--- src/rtl/cube_map_texel_lookup_core_defines.svh ---
// ----------------------------------------------------------------------------
// Cube map texel lookup: assertion macros
// Shared concurrent assertion forms used by the lookup core.
// ----------------------------------------------------------------------------
`ifndef CUBE_MAP_TEXEL_LOOKUP_CORE_DEFINES_SVH
`define CUBE_MAP_TEXEL_LOOKUP_CORE_DEFINES_SVH

// Same-cycle implication, disabled while in reset.
`define CML_ASSERT_IMPLY(label, clk, rst, ante, cons) \
   label: assert property (@(posedge clk) disable iff (rst) (ante) |-> (cons)) \
      else $error("cube map lookup check failed");

// Next-cycle implication, disabled while in reset.
`define CML_ASSERT_NEXT(label, clk, rst, ante, cons) \
   label: assert property (@(posedge clk) disable iff (rst) (ante) |=> (cons)) \
      else $error("cube map lookup check failed");

`endif

--- src/rtl/cml_coord_div.sv ---
// ----------------------------------------------------------------------------
// Cube map coordinate divider
// Serial unit that maps one minor component to a clamped texel coordinate,
// floor((c' + |m|) * size / (2 * |m|)), one quotient digit per cycle.
// ----------------------------------------------------------------------------
module cml_coord_div #(
   parameter int DIR_WIDTH     = 16,
   parameter int MAX_FACE_SIZE = 64,
   localparam int SIZE_WIDTH   = $clog2(MAX_FACE_SIZE + 1),
   localparam int COORD_WIDTH  = (MAX_FACE_SIZE > 1) ? $clog2(MAX_FACE_SIZE) : 1
) (
   input  logic                        clock,
   input  logic                        reset,
   input  logic                        start,
   input  logic signed [DIR_WIDTH-1:0] coord,
   input  logic [DIR_WIDTH-1:0]        major_mag,
   input  logic                        major_neg,
   input  logic [SIZE_WIDTH-1:0]       face_size,
   output logic                        busy,
   output logic [COORD_WIDTH-1:0]      coord_out
);

   localparam int NUM_WIDTH = DIR_WIDTH + 1;
   localparam int SUM_WIDTH = DIR_WIDTH + 2;
   localparam int TRY_WIDTH = DIR_WIDTH + 3;
   localparam int QUO_WIDTH = SIZE_WIDTH + 1;
   localparam int CNT_WIDTH = (SIZE_WIDTH > 1) ? $clog2(SIZE_WIDTH) : 1;

   logic                  busy_ff, busy_in;
   logic [CNT_WIDTH-1:0]  cnt_ff, cnt_in;
   logic [NUM_WIDTH-1:0]  num_ff, num_in;
   logic [NUM_WIDTH-1:0]  dvs_ff, dvs_in;
   logic [NUM_WIDTH-1:0]  rem_ff, rem_in;
   logic [SIZE_WIDTH-1:0] quo_ff, quo_in;
   logic [SIZE_WIDTH-1:0] bits_ff, bits_in;
   logic [SIZE_WIDTH-1:0] size_ff, size_in;

   logic [SUM_WIDTH-1:0]  mag_ext;
   logic [SUM_WIDTH-1:0]  coord_ext;
   logic [SUM_WIDTH-1:0]  num_sum;
   logic [TRY_WIDTH-1:0]  trial;
   logic [TRY_WIDTH-1:0]  dvs_one;
   logic [TRY_WIDTH-1:0]  dvs_two;
   logic [1:0]            digit;
   logic [QUO_WIDTH-1:0]  quo_wide;

   // The numerator c' + |m| lies in 0 .. 2|m|; it is formed as |m| - c or |m| + c.
   always_comb begin
      mag_ext   = {2'b00, major_mag};
      coord_ext = SUM_WIDTH'(coord);
      num_sum   = major_neg ? (mag_ext - coord_ext) : (mag_ext + coord_ext);
   end

   // Each step takes one bit of the size, MSB first: the partial product doubles
   // and gains the numerator, so the remainder stays below three divisors and
   // the quotient digit is 0, 1 or 2.
   always_comb begin
      trial   = {1'b0, rem_ff, 1'b0} + (bits_ff[SIZE_WIDTH-1] ? {2'b00, num_ff} : '0);
      dvs_one = {2'b00, dvs_ff};
      dvs_two = {1'b0, dvs_ff, 1'b0};
      if (trial >= dvs_two) begin
         digit  = 2'd2;
         rem_in = NUM_WIDTH'(trial - dvs_two);
      end else if (trial >= dvs_one) begin
         digit  = 2'd1;
         rem_in = NUM_WIDTH'(trial - dvs_one);
      end else begin
         digit  = 2'd0;
         rem_in = NUM_WIDTH'(trial);
      end
      quo_wide = QUO_WIDTH'({quo_ff, 1'b0}) + QUO_WIDTH'(digit);
      quo_in   = quo_wide[SIZE_WIDTH-1:0];
      bits_in  = bits_ff << 1;
      cnt_in   = cnt_ff - 1'b1;
      busy_in  = (cnt_ff != '0);
      num_in   = num_sum[NUM_WIDTH-1:0];
      dvs_in   = {major_mag, 1'b0};
      size_in  = face_size;
   end

   always_ff @(posedge clock) begin
      if (reset) begin
         busy_ff <= 1'b0;
      end else if (start) begin
         busy_ff <= 1'b1;
      end else if (busy_ff) begin
         busy_ff <= busy_in;
      end
   end

   always_ff @(posedge clock) begin
      if (start) begin
         num_ff  <= num_in;
         dvs_ff  <= dvs_in;
         size_ff <= size_in;
         bits_ff <= size_in;
         rem_ff  <= '0;
         quo_ff  <= '0;
         cnt_ff  <= CNT_WIDTH'(SIZE_WIDTH - 1);
      end else if (busy_ff) begin
         rem_ff  <= rem_in;
         quo_ff  <= quo_in;
         bits_ff <= bits_in;
         cnt_ff  <= cnt_in;
      end
   end

   // A component equal to the major one lands exactly on size; clamp it.
   logic [SIZE_WIDTH-1:0] clamped;
   assign clamped   = (quo_ff >= size_ff) ? (size_ff - 1'b1) : quo_ff;
   assign coord_out = clamped[COORD_WIDTH-1:0];
   assign busy      = busy_ff;

endmodule

--- config.mk ---
export PLATFORM = sky130hd
export DESIGN_NAME = cml_coord_div
export DESIGN_NICKNAME = d
export VERILOG_FILES = /design/src/rtl/cube_map_texel_lookup_core_defines.svh /design/src/rtl/cml_coord_div.sv
export SDC_FILE = /design/constraint.sdc
export NUM_CORES = 1
export LEC_CHECK = 0
export BUFFER_PORTS_ARGS = -buffer_cell sky130_fd_sc_hd__buf_2
export CORE_ASPECT_RATIO = 0.7
export CORE_MARGIN = 3
export CORE_UTILIZATION = 50
export CTS_CLUSTER_SIZE = 10
export DETAILED_ROUTE_END_ITERATION = 12
export HOLD_SLACK_MARGIN = 0.15
export PLACE_DENSITY = 0.68
export SETUP_SLACK_MARGIN = 0.5
export SYNTH_ARGS = -nofsm -noshare
export SYNTH_HDL_FRONTEND = slang
export SYNTH_SLANG_ARGS = --single-unit
--- constraint.sdc ---
create_clock -name clock -period 11.7 [get_ports clock]
set_input_delay 1.755 -clock clock [delete_from_list [all_inputs] [get_ports clock]]
set_output_delay 1.755 -clock clock [all_outputs]
set_load 0.05 [all_outputs]
### Word level (Yosys, flattened, before mapping)

Index checks and enable logic that the tools add are counted.

* add/sub/neg operators: 8
* $mul: 0
* divide/modulo/power cells: 0
* order comparisons: 3
* equal/unequal tests: 0
* shift operators: 0
* multiplexer cells: 11
* bitwise logic cells: 0
* reduce and logical (&&, ||, !) cells: 2

Operators with widths (number)
* two-way mux 17 bit: 4
* subtractor 17 bit: 2
* adder 18 x 17 -> 19 bit: 1
* greater-or-equal comparator 19 x 17 -> 1 bit: 1
* greater-or-equal comparator 19 x 18 -> 1 bit: 1
* adder 17 x 16 -> 17 bit: 1
* subtractor 17 x 16 -> 17 bit: 1
* two-way mux 7 bit: 2
* adder 7 x 2 -> 7 bit: 1
* greater-or-equal comparator 7 bit: 1
* two-way mux 6 bit: 1
* subtractor 6 x 1 -> 6 bit, second input constant: 1
* two-way mux 1 bit: 3
* nonzero test 3 bit: 1
* subtractor 3 x 1 -> 3 bit, second input constant: 1
* two-way mux 2 bit: 1
* nonzero test 2 bit: 1

* flip-flop bits (word level): 75
* bits in latches: 0
* bits in writable memories: 0
* memory bits (read-only): 0
* bits of input ports: 43
* output and inout port bits: 7
* word-level logic and storage cells: 32
* memories kept: 0

### Depth between registers and ports, before layout

* word-level depth: 6
* gate-level depth with buffers: 28

### Worst setup path after synthesis

Ideal clock, no wire load.

* path kind: register to register
* from: register bits_ff[6]
* to: register quo_ff[5]
* library setup time: 0.140 ns
* arrival: 4.881 ns
* data required time: 11.560 ns
* setup slack: 6.679 ns
* cell stages (with the launch flop): 28
* clock period less this slack: 5.021 ns
* cell sequence: edfxtp_1 clkbuf_1 clkbuf_1 and2_1 ha_1 inv_1 fa_1 nor2b_1 o31a_1 o21ai_2 a311o_1 xnor2_1 ha_1 o21ai_0 o21bai_1 a211oi_1 a21oi_1 a311o_1 nor2b_1 buf_4 inv_2 buf_6 buf_2 ha_1 ha_1 nand3_1 xor2_1 a211oi_1

* cells in the longest elaborated chain, start to end: 6
* elaborated cells on any way between the ends: 7
* those cells by class: add/sub: 2; order compare: 2; mux: 3

Ends and longest elaborated chain
* start: declaration: line cml_coord_div.sv:35 `logic [SIZE_WIDTH-1:0] bits_ff, bits_in;`
* start signal: assignment: line cml_coord_div.sv:96 `bits_ff <= size_in;`
* start signal: assignment: line cml_coord_div.sv:103 `bits_ff <= bits_in;`
* two-way mux 17 bit *: line cml_coord_div.sv:58 `trial = {1'b0, rem_ff, 1'b0} + (bits_ff[SIZE_WIDTH-1] ? {2'b00, num_ff} : '0);`
* adder 18 x 17 -> 19 bit *: line cml_coord_div.sv:58
* greater-or-equal comparator 19 x 17 -> 1 bit: line cml_coord_div.sv:64 `end else if (trial >= dvs_one) begin`
* two-way mux 1 bit: line cml_coord_div.sv:64
* two-way mux 2 bit *: line cml_coord_div.sv:61 `if (trial >= dvs_two) begin`
* adder 7 x 2 -> 7 bit *: line cml_coord_div.sv:71 `quo_wide = QUO_WIDTH'({quo_ff, 1'b0}) + QUO_WIDTH'(digit);`
* end signal: assignment: line cml_coord_div.sv:102 `quo_ff <= quo_in;`
* end: declaration: line cml_coord_div.sv:34 `logic [SIZE_WIDTH-1:0] quo_ff, quo_in;`

Mark *: on every way between the ends. The rest lies on a longest branch, timed or not.
A chain may end at the register's enable or synchronous reset.

### Worst setup path in the final report

Ends and elaborated chain as after synthesis.

==> impl_metrics.toml <==
[outcome]
status = "complete, no violations"

[floorplan]
core_area_um2 = 12600
io_pins = 50
dieArea_um2 = 14500
rows = 34
die_w_um = 142
die_y_um = 101
start_util = 0.517

[routing]
dr.pass1.iters = 5
vias = 5527
antenna_left = 0
vias_per_cell = 5.90
wirelength_um = 16500
drtIter0Drc = 358
wire_per_inst_um = 17.6
drc_errors = 0

[sta]
clock.fmax_ghz = 0.182
period_minus_slack_ps = 5500
setup_viol = 0
hold_violations = 0
worst_hold_slack_ps = 470
skew_ps = 3.69
report.final.slew_viol_count = 0
grt_setup_unrepaired = "no"
min_period_over_period = 0.470
relSlewSlack = 0.453
worst_pin_slew_ps = 821
setup_tns_ps = 0

[placed_design]
dp_hpwl_um = 13100
dp_cells = 923
io_buffers = 49
finalWeightedCongestion = 1.00

[finish]
area_growth_pct = 10.6
n_antenna_cell = 0
drive_gt1_frac = 0.116
n_fill_cell = 1105
final_nets = 896
final_core_util = 0.572
final_cells = 937

[worst_setup_path]
rrSetupSlack_ps = 6200
cp-start-kind = "register"
required_ps = 11890
endpoint = "quo_ff[5]"
worstSetupEndpointType = "register"
reg2reg_depth = 22
r2r_start = "bits_ff[6]"
crit-reg2reg-capture = "quo_ff[5]"
path_class = "reg -> reg"
cp.arrival_ps = 5690
startpoint = "bits_ff[6]"
critPathMaxFanout = 20

[global_routing]
grt_usage = 0.232
grt_pass1_wl_um = 26200
grt_max_degree = 71
globalRouteOverflowTotal = 0
antenna_found_initial = 0
grt_pass1_vias = 5107

[yosys]
synth_enable_flop_cells = 47
ys_warn_count = 0
syn_area_um2 = 6510
avgSynthCellArea_um2 = 8.95
synth-seq-cells = 75
yosysTopAreaCellShare = 0.217
async_flop_share = 0
synth_area_leaders = "edfxtp_1 22%, ha_1 15%, dfxtp_1 8.6%"
ys_top_cells_by_count = "77 x ha_1, 64 x nor2_1, 55 x a21oi_1, 54 x inv_1, 49 x xnor2_1"
yosysMostFrequentCell = "ha_1"
yosysSeqAreaShare = 0.303
synthCells = 728
synth_cell_types = 64
synth_ff_type = "edfxtp_1"
synth_top_area_cell = "edfxtp_1"
syn_nets = 852

[clock_tree]
hold_buffers = 0
clk_latency_ps = 340
clockBufferDepth = 2
clock-sinks = 75
clk_pin_slew_ps = 60
cts_root_buf = "clkbuf_16"
ctsResizeCount = 0
h-tree-depth = 3
postCtsSetupBuffers = 0
cts_buffers = 9
cts_tree = "yes"

[power_and_ir_drop]
vdd_drop_max_uv = 98.0
power.total_mw = 1.86
p_leak_nw = 3.17
p_per_area_nw_per_um2 = 258

[run]
max_cap_violations = 0

[worst_hold_path]
hold_class = "reg -> reg"
## metrics by stage
step                      setup slack, ps  area [µm²]
after floorplan                      6680        6510
after global placement               6410        6900
after detailed placement             6290        6900
after CTS                            6250        7200
after global routing                 5810        7200
final                                6200        7200
## worst min path at each step
| stage | start | end | cells past startpoint | slack, ps |
|---|---|---|---|---|
| after CTS | rem_ff[10] | rem_ff[10] | 2 | 480 |
| after global placement | cnt_ff[2] | cnt_ff[2] | 2 | 460 |
| final | rem_ff[15] | rem_ff[15] | 2 | 470 |
| after floorplan | rem_ff[10] | rem_ff[10] | 2 | 430 |
| after detailed placement | rem_ff[10] | rem_ff[10] | 2 | 460 |
| after global routing | rem_ff[15] | rem_ff[15] | 2 | 500 |
## state kept, by name (all words and copies together) (netlist names)
signal   cells
busy         1
quo_ff       7
size_ff      7
rem_ff      17
cnt_ff       3
bits_ff      7
dvs_ff      16
num_ff      17
## cell families after synthesis
group,after synthesis,share of synthesized area
simple gates,206,0.157
flops,75,0.303
buf+inv,74,0.0451
mux,23,0.0375
fa+ha+maj,81,0.160
compound gates,201,0.206
xor+xnor,68,0.0915
## worst max-delay path: stages (launching register included)
cell and delay (ps):
edfxtp_1 700, and2_1 230, ha_1 210, inv_1 80
fa_1 410, nor2b_1 160, o31a_1 200, o21ai_2 110
a311o_1 380, xnor2_1 410, ha_1 400, o21ai_0 190
o21bai_1 100, a211oi_1 240, a21oi_1 90, a311o_1 330
nor2b_1 180, inv_2 170, ha_1 240, ha_1 200
nand3_1 100, xor2_1 140, a211oi_1 80
## layer usage
metal	wire (µm)	part of all wire	up-vias	track usage
li1	-	-	2741	-
met1	8290	0.50	2538	0.347
met2	6400	0.39	226	0.331
met3	1550	0.094	22	0.0722
met4	212	0.013	0	0.0460
met5	0	0	-	0
## power by group
group	switching, mW	internal [mW]	total [mW]
Clock	0.106	0.184	0.289
Combinational	0.731	0.466	1.20
Sequential	0.0329	0.336	0.368
Total	0.870	0.986	1.86
## cell type report
type	instances	area, µm²	area share
inverters	55	206	0.0287
repair buffers	52	268	0.0372
flip-flops and latches	75	1970	0.274
multi-input cells	579	4250	0.590
clock inverters	5	80.1	0.0111
well taps	162	203	0.0281
clock buffers	9	225	0.0313
## cell usage in the layout, fill, tap and decap left out, drive strengths merged, types with 4 or more instances in the layout
cell type  count
a31oi         13
nand2b        13
mux2          11
edfxtp        47
xnor2         49
a211oi        16
inv           55
a21o          19
xor2          19
nand4          6
o211ai         7
or3            6
buf           52
a21oi         55
nor2          64
o21a          13
o21bai         4
o21ai         39
nand3         17
mux2i         12
clkbuf         9
nor3          16
dfxtp         28
nor4           4
nand2         37
and2          19
fa             4
a311oi         4
nor2b          8
ha            77
(Power assumes the default switching activity.)
